===== src/sv/rpn_pkg.sv =====
// Package for the RPN stack calculator: token and error codes, sequencer
// states, the divider control group and Q16.16 limits. No dependencies.
package rpn_pkg;

    localparam int DATA_W = 32;
    localparam int DIV_W  = 48;

    localparam logic signed [DATA_W-1:0] Q_MAX = 32'sh7FFF_FFFF;
    localparam logic signed [DATA_W-1:0] Q_MIN = 32'sh8000_0000;

    typedef enum logic [3:0] {
        MODE_NUM    = 4'd0,
        MODE_ADD    = 4'd1,
        MODE_SUB    = 4'd2,
        MODE_MUL    = 4'd3,
        MODE_DIV    = 4'd4,
        MODE_MOD    = 4'd5,
        MODE_PEEK   = 4'd6,
        MODE_DUP    = 4'd7,
        MODE_SWAP   = 4'd8,
        MODE_CLEAR  = 4'd9,
        MODE_VAR    = 4'd10,
        MODE_ASSIGN = 4'd11,
        MODE_LAST   = 4'd12,
        MODE_EOL    = 4'd13
    } mode_t;

    typedef enum logic [2:0] {
        ERR_NONE    = 3'd0,
        ERR_EMPTY   = 3'd1,
        ERR_FULL    = 3'd2,
        ERR_SWAP    = 3'd3,
        ERR_NOT_VAR = 3'd4,
        ERR_DIV0    = 3'd5
    } err_t;

    typedef enum logic [3:0] {
        S_IDLE,
        S_RD_TOP,
        S_RD_SEC,
        S_CAPTURE,
        S_EXEC,
        S_MUL,
        S_DIV,
        S_DIV_FIN,
        S_WRITE,
        S_SWAP,
        S_DONE
    } state_t;

    typedef struct packed {
        logic start;
        logic is_mod;
    } div_ctl_t;

endpackage


===== src/sv/rpn_div.sv =====
// Radix-2 restoring divider for Q16.16 divide and remainder, one quotient
// bit per cycle for a 48-bit quotient. Depends on rpn_pkg.
module rpn_div (
    input  logic                                clk,
    input  logic                                rst_n,
    input  rpn_pkg::div_ctl_t                   ctl,
    input  logic signed [rpn_pkg::DATA_W-1:0]   num_a,
    input  logic signed [rpn_pkg::DATA_W-1:0]   num_b,
    output logic                                done,
    output logic [rpn_pkg::DIV_W-1:0]           quotient,
    output logic [rpn_pkg::DATA_W-1:0]          remainder
);

    localparam int CW = $clog2(rpn_pkg::DIV_W);
    localparam logic [CW-1:0] CNT_LAST = CW'(rpn_pkg::DIV_W - 1);

    logic                         busy_reg;
    logic                         done_reg;
    logic [CW-1:0]                cnt_reg;
    logic [rpn_pkg::DIV_W-1:0]    dvd_reg;
    logic [rpn_pkg::DATA_W-1:0]   dvs_reg;
    logic [rpn_pkg::DATA_W-1:0]   rem_reg;

    logic [rpn_pkg::DATA_W-1:0]   abs_a;
    logic [rpn_pkg::DATA_W-1:0]   abs_b;
    logic [rpn_pkg::DATA_W:0]     rem_sh;
    logic [rpn_pkg::DATA_W:0]     rem_sub;
    logic                         q_bit;
    logic [rpn_pkg::DATA_W-1:0]   rem_next;

    always_comb
    begin
        abs_a    = num_a[rpn_pkg::DATA_W-1] ? 32'(-num_a) : 32'(num_a);
        abs_b    = num_b[rpn_pkg::DATA_W-1] ? 32'(-num_b) : 32'(num_b);
        rem_sh   = {rem_reg, dvd_reg[rpn_pkg::DIV_W-1]};
        rem_sub  = rem_sh - {1'b0, dvs_reg};
        q_bit    = (rem_sh >= {1'b0, dvs_reg});
        rem_next = q_bit ? rem_sub[rpn_pkg::DATA_W-1:0] : rem_sh[rpn_pkg::DATA_W-1:0];
    end

    always_ff @(posedge clk or negedge rst_n)
    begin
        if (!rst_n)
        begin
            busy_reg <= 1'b0;
            done_reg <= 1'b0;
            cnt_reg  <= '0;
        end
        else
        begin
            done_reg <= 1'b0;
            if (ctl.start)
            begin
                busy_reg <= 1'b1;
                cnt_reg  <= '0;
            end
            else if (busy_reg)
            begin
                cnt_reg <= cnt_reg + CW'(1);
                if (cnt_reg == CNT_LAST)
                begin
                    busy_reg <= 1'b0;
                    done_reg <= 1'b1;
                end
            end
        end
    end

    always_ff @(posedge clk)
    begin
        if (ctl.start)
        begin
            dvd_reg <= ctl.is_mod ? {16'd0, abs_a} : {abs_a, 16'd0};
            dvs_reg <= abs_b;
            rem_reg <= '0;
        end
        else if (busy_reg)
        begin
            dvd_reg <= {dvd_reg[rpn_pkg::DIV_W-2:0], q_bit};
            rem_reg <= rem_next;
        end
    end

    assign done      = done_reg;
    assign quotient  = dvd_reg;
    assign remainder = rem_reg;

endmodule


===== config.mk =====
export PLATFORM = sky130hd
export DESIGN_NAME = rpn_div
export DESIGN_NICKNAME = d
export VERILOG_FILES = /design/src/sv/rpn_pkg.sv /design/src/sv/rpn_div.sv
export SDC_FILE = /design/constraint.sdc
export NUM_CORES = 1
export LEC_CHECK = 0
export ABC_AREA = 1
export BUFFER_PORTS_ARGS = -buffer_cell sky130_fd_sc_hd__buf_2
export CAP_MARGIN = 20
export CORE_ASPECT_RATIO = 0.8
export CORE_MARGIN = 2
export CORE_UTILIZATION = 30
export CTS_CLUSTER_SIZE = 8
export DETAILED_ROUTE_END_ITERATION = 16
export HOLD_SLACK_MARGIN = 0.02
export PLACE_DENSITY_LB_ADDON = 0.08
export SYNTH_ARGS = -nofsm -noshare
export SYNTH_HDL_FRONTEND = slang
export SYNTH_SLANG_ARGS = --single-unit

===== constraint.sdc =====
create_clock -name clk -period 2.6 [get_ports clk]
set_input_delay 0.26 -clock clk [delete_from_list [all_inputs] [get_ports clk]]
set_output_delay 0.26 -clock clk [all_outputs]
set_load 0.03 [all_outputs]

-- Word level (Yosys, flattened, before mapping)
Cells that the tools add are included.
- output and inout bits: 81
- logic and storage cells: 28
- input port bits: 68
- register bits after elaboration: 120
- reduce and logical (&&, ||, !) cells: 1
- equal/unequal tests: 1
- magnitude comparators: 1
- $add $sub $neg: 4
- multiplexer cells: 14
- operators by type and width (operator ; count):
    $mux 48 ; 3
    $mux 32 ; 2
    $neg 32->32 ; 2
    $ge 33x32->1 ; 1
    $sub 32x32->32 ; 1
    $mux 31 ; 1
    $mux 6 ; 2
    $add 6x1->6 const B ; 1
    $eq 6x6->1 const B ; 1
    $mux 1 ; 6
    $reduce_bool 2->1 ; 1

-- Depth between registers and ports, before layout
Gate-level depths: netlist of run 1.
- word-level depth: 4
- mapped depth: 17
- gate-level depth less buffers: 16

-- Worst setup path before layout of run 1
Ideal clock, no wire load.
- path kind: register to register
- start point: register busy_reg
- end point: register dvd_reg, in the netlist quotient[0], enable pin
- clock period less this slack: 2.506 ns
- slack: 0.094 ns
- path buffers: 1
- data required time: 2.168 ns
- arrival time: 2.074 ns
- stages on the path, launching flop included: 4
- setup time: 0.432 ns
- path through: dfrtp_1 -> nor2_1 -> inv_1 -> clkbuf_1
- cells in the longest elaborated chain, start to end: 1
- ends and longest elaborated chain (element ; line ; RTL):
    from (decl) ; rpn_div.sv:17 ; logic busy_reg;
    from (signal assigned) ; rpn_div.sv:45 ; busy_reg <= 1'b0;
    from (signal assigned) ; rpn_div.sv:54 ; busy_reg <= 1'b1;
    from (signal assigned) ; rpn_div.sv:62 ; busy_reg <= 1'b0;
    $reduce_bool 2->1 (no line) ; n/a ;
    to (signal assigned) ; rpn_div.sv:73 ; dvd_reg <= ctl.is_mod ? {16'd0, abs_a} : {abs_a, 16'd0};
    to (signal assigned) ; rpn_div.sv:79 ; dvd_reg <= {dvd_reg[rpn_pkg::DIV_W-2:0], q_bit};
    to (decl) ; rpn_div.sv:20 ; logic [rpn_pkg::DIV_W-1:0] dvd_reg;
Every way passes these cells.
A chain may end at the register's enable or synchronous reset.

-- Worst setup path in the final report of run 1
- start point: register rem_reg, in the netlist remainder[22]
- end point: register rem_reg, in the netlist remainder[28]
- cells in the longest elaborated chain, start to end: 2
- elaborated cells on any way between the ends: 3
- classes of those cells: 1 x add/sub; 1 x order compare; 1 x mux
- ends and longest elaborated chain (element ; line ; RTL):
    from (decl) ; rpn_div.sv:22 ; logic [rpn_pkg::DATA_W-1:0] rem_reg;
    from (signal assigned) ; rpn_div.sv:80 ; rem_reg <= rem_next;
    $sub 32x32->32 / $ge 33x32->1 (equally long branches) ; rpn_div.sv:36, rpn_div.sv:37 ;
    $mux 32 * ; rpn_div.sv:38 ; rem_next = q_bit ? rem_sub[rpn_pkg::DATA_W-1:0] : rem_sh[rpn_pkg::DATA_W-1:0];
Mark *: on every way between the ends. The rest lies on a longest branch, timed or not.

==> reports/qor.txt, run 1 <==
Setup Viol. Count Final: 0
First-pass DRT Iterations: 5
Number of diodes: 0
Maximum vdd drop: 0.0004599 V
DRC: 0
Vias in the first global route: 8,517
Netlist Area Pre-Place: 9231 um2
Number of DRC markers in iteration 0: 758
Max_cap viols: 0
Syn Area/Cell: 6.758 um2
Post-CTS setup repair buffer count: 0
DP Area: 10,490 um2
Crit-path max FO: 32
RR Endpoint: remainder[28]
Slew at the pin with the worst max-slew slack: 0.7663 ns
# nets final: 1,626
Initial antenna violation count: 0
Outcome: complete, no violations
Most common cell in the netlist: nand2_1
Met2 routed WL: 12,150 um
Setup TNS: 0 ns
Highest metal used: met4
Total congestion overflow: 0
DIE HEIGHT: 160.9 um
Area Growth Syn to Fin: 20.10%
Synth top area share: 26.02%
Commonest cells in the netlist: nand2_1 (458), inv_1 (230), nand3_1 (132)
Worst hold path depth: 2
Final hold viol count: 0
CP Launch Type: register
CP max stage cell: ha_1
Vias: 9,028
Share of post-route cells with drive strength above 1: 14.27%
Core area: 30,310 um2
R2R depth: 14
CP bufs+invs: 3
RSZ-0062 raised after global routing: no
Largest area contributor in the netlist: edfxtp_1
Flops & latches, synth: 120
Die width: 200.1 um
Achievable frequency: 0.4045 GHz
Pwr/cell area: 851.7 nW/um2
Initial core utilization: 30.46%
Syn Nets: 1,470
Crit path cell chain: ha_1 > nand2_2 > inv_1 > a21oi_1 > nand2_1 > nand2_1 > nand2_1 > nor2_4 > buf_6 > nand3_1 > nand2_1 > clkinv_1 > nand2_1 > nand2_1
Yosys warns: 0
Max FFs per register: 48
Final WL: 32,880 um
DR WL/cell: 16.88 um
Clk slew on worst S/H paths: 0.07 ns
DRT antenna net count: 0
Clock root buffer: clkbuf_16
FF-to-FF setup slack: 0.13 ns
Final Instance Area: 11,090 um2
Dpl hpwl: 26,460 um
Most frequent CP cell: nand2_1
Hold WC Path Type: in2reg
Crit path DAT: 2.79 ns
Worst Hold End: dvs_reg[4]
Critical Path End Type: register
Hold Crit Start: num_b[4]
M1 WL: 18,790 um
Asr flop ratio synth: 6.667%
Met3 WL post-DR: 1636 um
Clock Latency Late Sink: 0.43 ns
Cells after Synth: 1,366
H-Tree Depth: 4
Port bufs: 148
GRT Overall Usage: 20.77%
Synth Flop Type: edfxtp_1
CTS tree: done
Maximum buffer depth of the clock tree: 2
Tcrit/Tclk final: 95.08%
Area contributors post-synth: edfxtp_1 (26%), nand2_1 (19%), inv_1 (9.4%)
Max Slew Vio Count: 0
Req. time, crit path: 2.92 ns
Via density per instance: 4.634
First-pass GRT wire length: 50,630 um
FP Rows: 57
Cell family with most CP delay: simple AND/OR/NAND/NOR gates
GP Congestion: 0.8969
Worst r2r src: remainder[22]
Max incr delay on CP: 0.45 ns
Top-level port count: 149
Die area: 32,200 um2
Lkg Pwr: 0.005743 uW
Worst Hold Slack: 0.1492 ns
Clock skew: 0.01459 ns
Minimum clock period: 2.472 ns
Critical path class: reg2reg
Largest net degree at the start of global routing: 48
CTS sink count: 120
Worst slew margin: 48.37%
Register area share after synthesis: 35.13%
Post-synth EDFFs: 80
Yosys cell types: 44
Number of buffers created by CTS: 17
==> logic make-up (layout without fill, tap and decap cells) <==
| group | after synthesis | in the layout | share of synthesized area, % |
|---|---|---|---|
| flip-flops | 120 | 120 | 35.13 |
| AND/OR/NAND/NOR | 765 | 765 | 35.19 |
| XOR/XNOR | 64 | 64 | 6.072 |
| adder cells (fa/ha/maj) | 36 | 36 | 4.961 |
| buffers and inverters | 269 | 438 | 11.37 |
| AO/OA/AOI/OAI | 112 | 112 | 7.278 |
==> where the power goes <==
group | total [uW] | switching (uW) | internal (uW) | leakage, uW
combinational | 4480 | 3060 | 1420 | 0.00425
sequential | 2670 | 285 | 2390 | 0.00123
clock | 2290 | 979 | 1310 | 0.000263
total | 9440 | 4320 | 5120 | 0.00574
==> per-stage QoR <==
stage                     cells  utilization, %  setup slack [ns]  total power [uW]
after floorplan            1366               -           0.09385              5758
after global placement     1914           34.60            0.1076              7146
after detailed placement   1914           34.60            0.1127              7131
after CTS                  1948           36.50           0.08175              9456
after global routing       1948           36.58          0.002955             10140
final                      1948           36.58            0.1279              9443
==> cell type report <==
type                            instances  area (um2)
Tap cell                              413       516.7
Clock buffer                           17       425.4
Inverter                              237       889.6
Sequential cell                       120        3243
Clock inverter                         15       127.6
Fill cell                            3307       19220
Timing Repair Buffer                  169       927.1
Multi-Input combinational cell        977        4957
==> placed cells by master (no fill, tap or decap), drive strengths merged, types with 11 or more instances in the layout <==
cell type / instances
edfxtp: 80
xor2: 40
nor2: 112
a22oi: 11
nand3b: 15
xnor2: 24
ha: 35
buf: 167
nand4: 17
dfxtp: 32
a21oi: 23
o21ai: 50
inv: 235
nand3: 133
nor3: 13
nand2: 462
a22o: 12
clkinv: 12
clkbuf: 17
==> worst max path at each step <==
stage,slack [ns],to,cells after the start,start
after global routing,0.003,remainder[28],14,remainder[22]
after CTS,0.08,remainder[28],14,remainder[22]
final,0.13,remainder[28],14,remainder[22]
after detailed placement,0.11,remainder[28],14,remainder[22]
after floorplan,0.09,quotient[0],3,busy_reg
after global placement,0.11,remainder[28],14,remainder[22]
==> metal layers <==
metal  up-vias  GRT usage [%]
li1       4656              -
met1      4147          34.23
met2       205          26.88
met3        20          3.957
met4         0          4.240
met5         -              0
==> what timing repair did <==
action	in CTS	in global routing
hold endpoints to repair	9	0
resized for setup	0	5
setup endpoints to repair	0	21
hold buffers	2	0
==> worst reg2reg max path: cells and delay by family (launching register included) <==
kind	cells	cell delay [ns]
and+or+nand+nor	9	0.89
buffers and inverters	3	0.47
adders and majority gates	1	0.45
AOI/OAI and AO/OA	1	0.18
DFF	1	0.36
Note: power is estimated with default switching activity, not from simulation.
==> inputs of run 2 (changes only) <==
- CORE_MARGIN: 2 -> 5
==> run 2 against run 1 <==
Worst hold slack got worse by 0.10 ns. Sequential power about the same. Via count rose by 0.31%. Fmax rose by 2.2%. First-iteration DRC count shrank 9.8%. Register-to-register slack gained 0.05 ns. Die area rose by 6.8%. Wire length increased by 4.0%. Sequential share of layout area is 0.20 points lower. Utilization grew 0.17 points.
==> reports/qor.txt, run 2 (synthesis results as in run 1) <==
Outcome: complete, no violations
Die width: 206.1 um (+3.0%)
Minimum clock period: 2.418 ns (-0.05425 ns)
Number of DRC markers in iteration 0: 684 (-9.8%)
DIE HEIGHT: 166.9 um (+3.7%)
Number of diodes: 0 (unchanged)
Setup Viol. Count Final: 0 (unchanged)
Vias: 9,056 (+0.31%)
Met1 Use GR: 32.65% (-1.6 points)
Commonest non-fill, non-tap cell in the layout: nand2_1
Final hold viol count: 0 (unchanged)
Clock Latency Late Sink: 0.43 ns (about the same)
RSZ-0062 raised after global routing: no
Crit path cell chain: ha_1 > fa_1 > inv_1 > nand3_1 > nand3_1 > nand2_1 > nand2_1 > nand2_1 > nand3_1 > nand2_1 > nand2_1 > nand2_1 > nand3_1 > nand2_1
GRT Overall Usage: 19.93% (-0.84 points)
DRC: 0 (unchanged)
Tcrit/Tclk final: 93.00% (-2.1 points)
Share of post-route cells with drive strength above 1: 14.49% (+0.22 points)
Dpl hpwl: 27,400 um (+3.5%)
DR WL/cell: 17.52 um (+3.8%)
Initial core utilization: 30.38% (-0.071 points)
Final Instance Area: 11,160 um2 (+0.70%)
Critical Path Source: dvs_reg[0]
First-pass GRT wire length: 52,460 um (+3.6%)
Largest net degree at the start of global routing: 55 (+15%)
CTS sink count: 120 (unchanged)
CP bufs+invs: 1 (-2)
DRT antenna net count: 0 (unchanged)
# nets final: 1,630 (+0.25%)
R2R depth: 14 (unchanged)
Achievable frequency: 0.4136 GHz (+2.2%)
Slew at the pin with the worst max-slew slack: 0.9085 ns (+0.1422 ns)
Max Slew Vio Count: 0 (unchanged)
Die area: 34,400 um2 (+6.8%)
Total congestion overflow: 0 (unchanged)
Clock skew: 0.01358 ns (-0.001008 ns)
Worst setup path end: remainder[24]
Cell family with most CP delay: simple AND/OR/NAND/NOR gates
Top-level port count: 149 (unchanged)
Maximum vdd drop: 0.0005221 V (+14%)
Busiest grt layer: met1
Most frequent CP cell: nand2_1
Lkg Pwr: 0.005777 uW (+0.58%)
Clk slew on worst S/H paths: 0.06 ns (about the same)
Via density per instance: 4.639 (+0.10%)
Area Growth Syn to Fin: 20.94%
Worst Hold Slack: 0.04465 ns (-0.1046 ns)
Clock root buffer: clkbuf_16
RR Endpoint: remainder[24]
Vias in the first global route: 8,640 (+1.4%)
Hold WC Path Type: in2reg
First-pass DRT Iterations: 5 (unchanged)
FF-to-FF setup slack: 0.18 ns (+0.05 ns)
GP Congestion: 0.9059 (+1.0%)
DP Area: 10,550 um2 (+0.57%)
Final core occ: 36.75% (+0.17 points)
Req. time, crit path: 2.92 ns (about the same)
Maximum buffer depth of the clock tree: 2 (unchanged)
Fill count: 3,424 (+3.5%)
Initial antenna violation count: 2 (+2)
Core area: 30,380 um2 (+0.24%)
Worst slew margin: 39.37% (-9.0 points)
Cell Count, Final, Fillers Out: 1,952 (+0.21%)
WP depth: 14 (unchanged)
Commonest cells after routing, fill and taps aside: nand2_1 (458), inv_1 (228), buf_2 (148)
Max FFs per register: 48 (unchanged)
Critical Path End Type: register
Setup TNS: 0 ns (unchanged)
Max_cap viols: 0 (unchanged)
Number of buffers created by CTS: 17 (unchanged)
H-Tree Depth: 4 (unchanged)
Met2 Use GR: 26.72% (-0.16 points)
CP max stage cell: edfxtp_1
CP Launch Type: register
FP Rows: 57 (unchanged)
Crit path DAT: 2.74 ns (-0.05 ns)
Crit-path max FO: 4 (-88%)
Pwr/cell area: 863.8 nW/um2 (+1.4%)
Final WL: 34,190 um (+4.0%)
Met3 GRT Util: 3.985% (+0.028 points)
Critical path class: reg2reg
Port bufs: 148 (unchanged)
Placed insts: 1,919 (+0.26%)
Max incr delay on CP: 0.43 ns (-0.02 ns)
Worst r2r src: dvs_reg[0]
CTS tree: done
==> run 2: cell count changes in the layout (fill, tap and decap cells not counted), sizes merged <==
cell	previous run	this run
buf	167	172
bufinv	1	3
clkinv	12	10
clkinvlp	4	5
dlygate4sd3	2	1
inv	235	234
==> run 2: report_power, final <==
part	leakage, uW	switching (uW)	internal (uW)
Clock	0.000279	970	1510
Combinational	0.00427	2990	1500
Sequential	0.00123	287	2390
Total	0.00578	4250	5390
==> run 2: area by class of cell <==
type | instances | area [um2] | area share [%]
repair buffers | 173 | 972.2 | 8.708
multi-input cells | 977 | 4941 | 44.26
inverters | 237 | 889.6 | 7.968
well taps | 413 | 516.7 | 4.628
clock inverters | 15 | 176.4 | 1.580
flip-flops and latches | 120 | 3243 | 29.05
clock buffers | 17 | 425.4 | 3.810
==> run 2: worst register-to-register path: cells and delay by family (launching register included) <==
kind / cells / cell delay [ns]
fa+ha+maj: 2 / 0.65
buf+inv: 1 / 0.09
flops: 1 / 0.43
simple gates: 11 / 1.13
==> run 2: worst min path at each step <==
stage	startpoint	end	depth (start not counted)
detailed placement	rst_n	done	1
global route	num_b[0]	dvs_reg[0]	1
floorplan	rst_n	busy_reg	0
finish	num_b[0]	dvs_reg[0]	1
CTS	num_b[0]	dvs_reg[0]	1
global placement	rst_n	done	1
==> run 2: metal layers <==
layer  wire (um)  part of all wire [%]  vias to the layer above
met2       13350                    39                      243
met5           0                     0                        -
li1            -                     -                     4672
met3        2120                   6.2                       15
met1       18480                    54                     4126
met4         246                  0.72                        0
==> run 2: what timing repair did <==
action                     4_1_cts  5_1_grt
resized for setup                0        2
hold buffers                     1        0
setup buffers                    0        0
hold endpoints to repair         8        0
setup endpoints to repair        0        2
==> run 2: metrics by stage <==
step / setup slack (ns) / power [uW]
floorplan: 0.09385 / 5758
global placement: 0.1594 / 7208
detailed placement: 0.1973 / 7190
CTS: 0.2071 / 9721
global route: 0.006167 / 10360
finish: 0.1821 / 9644
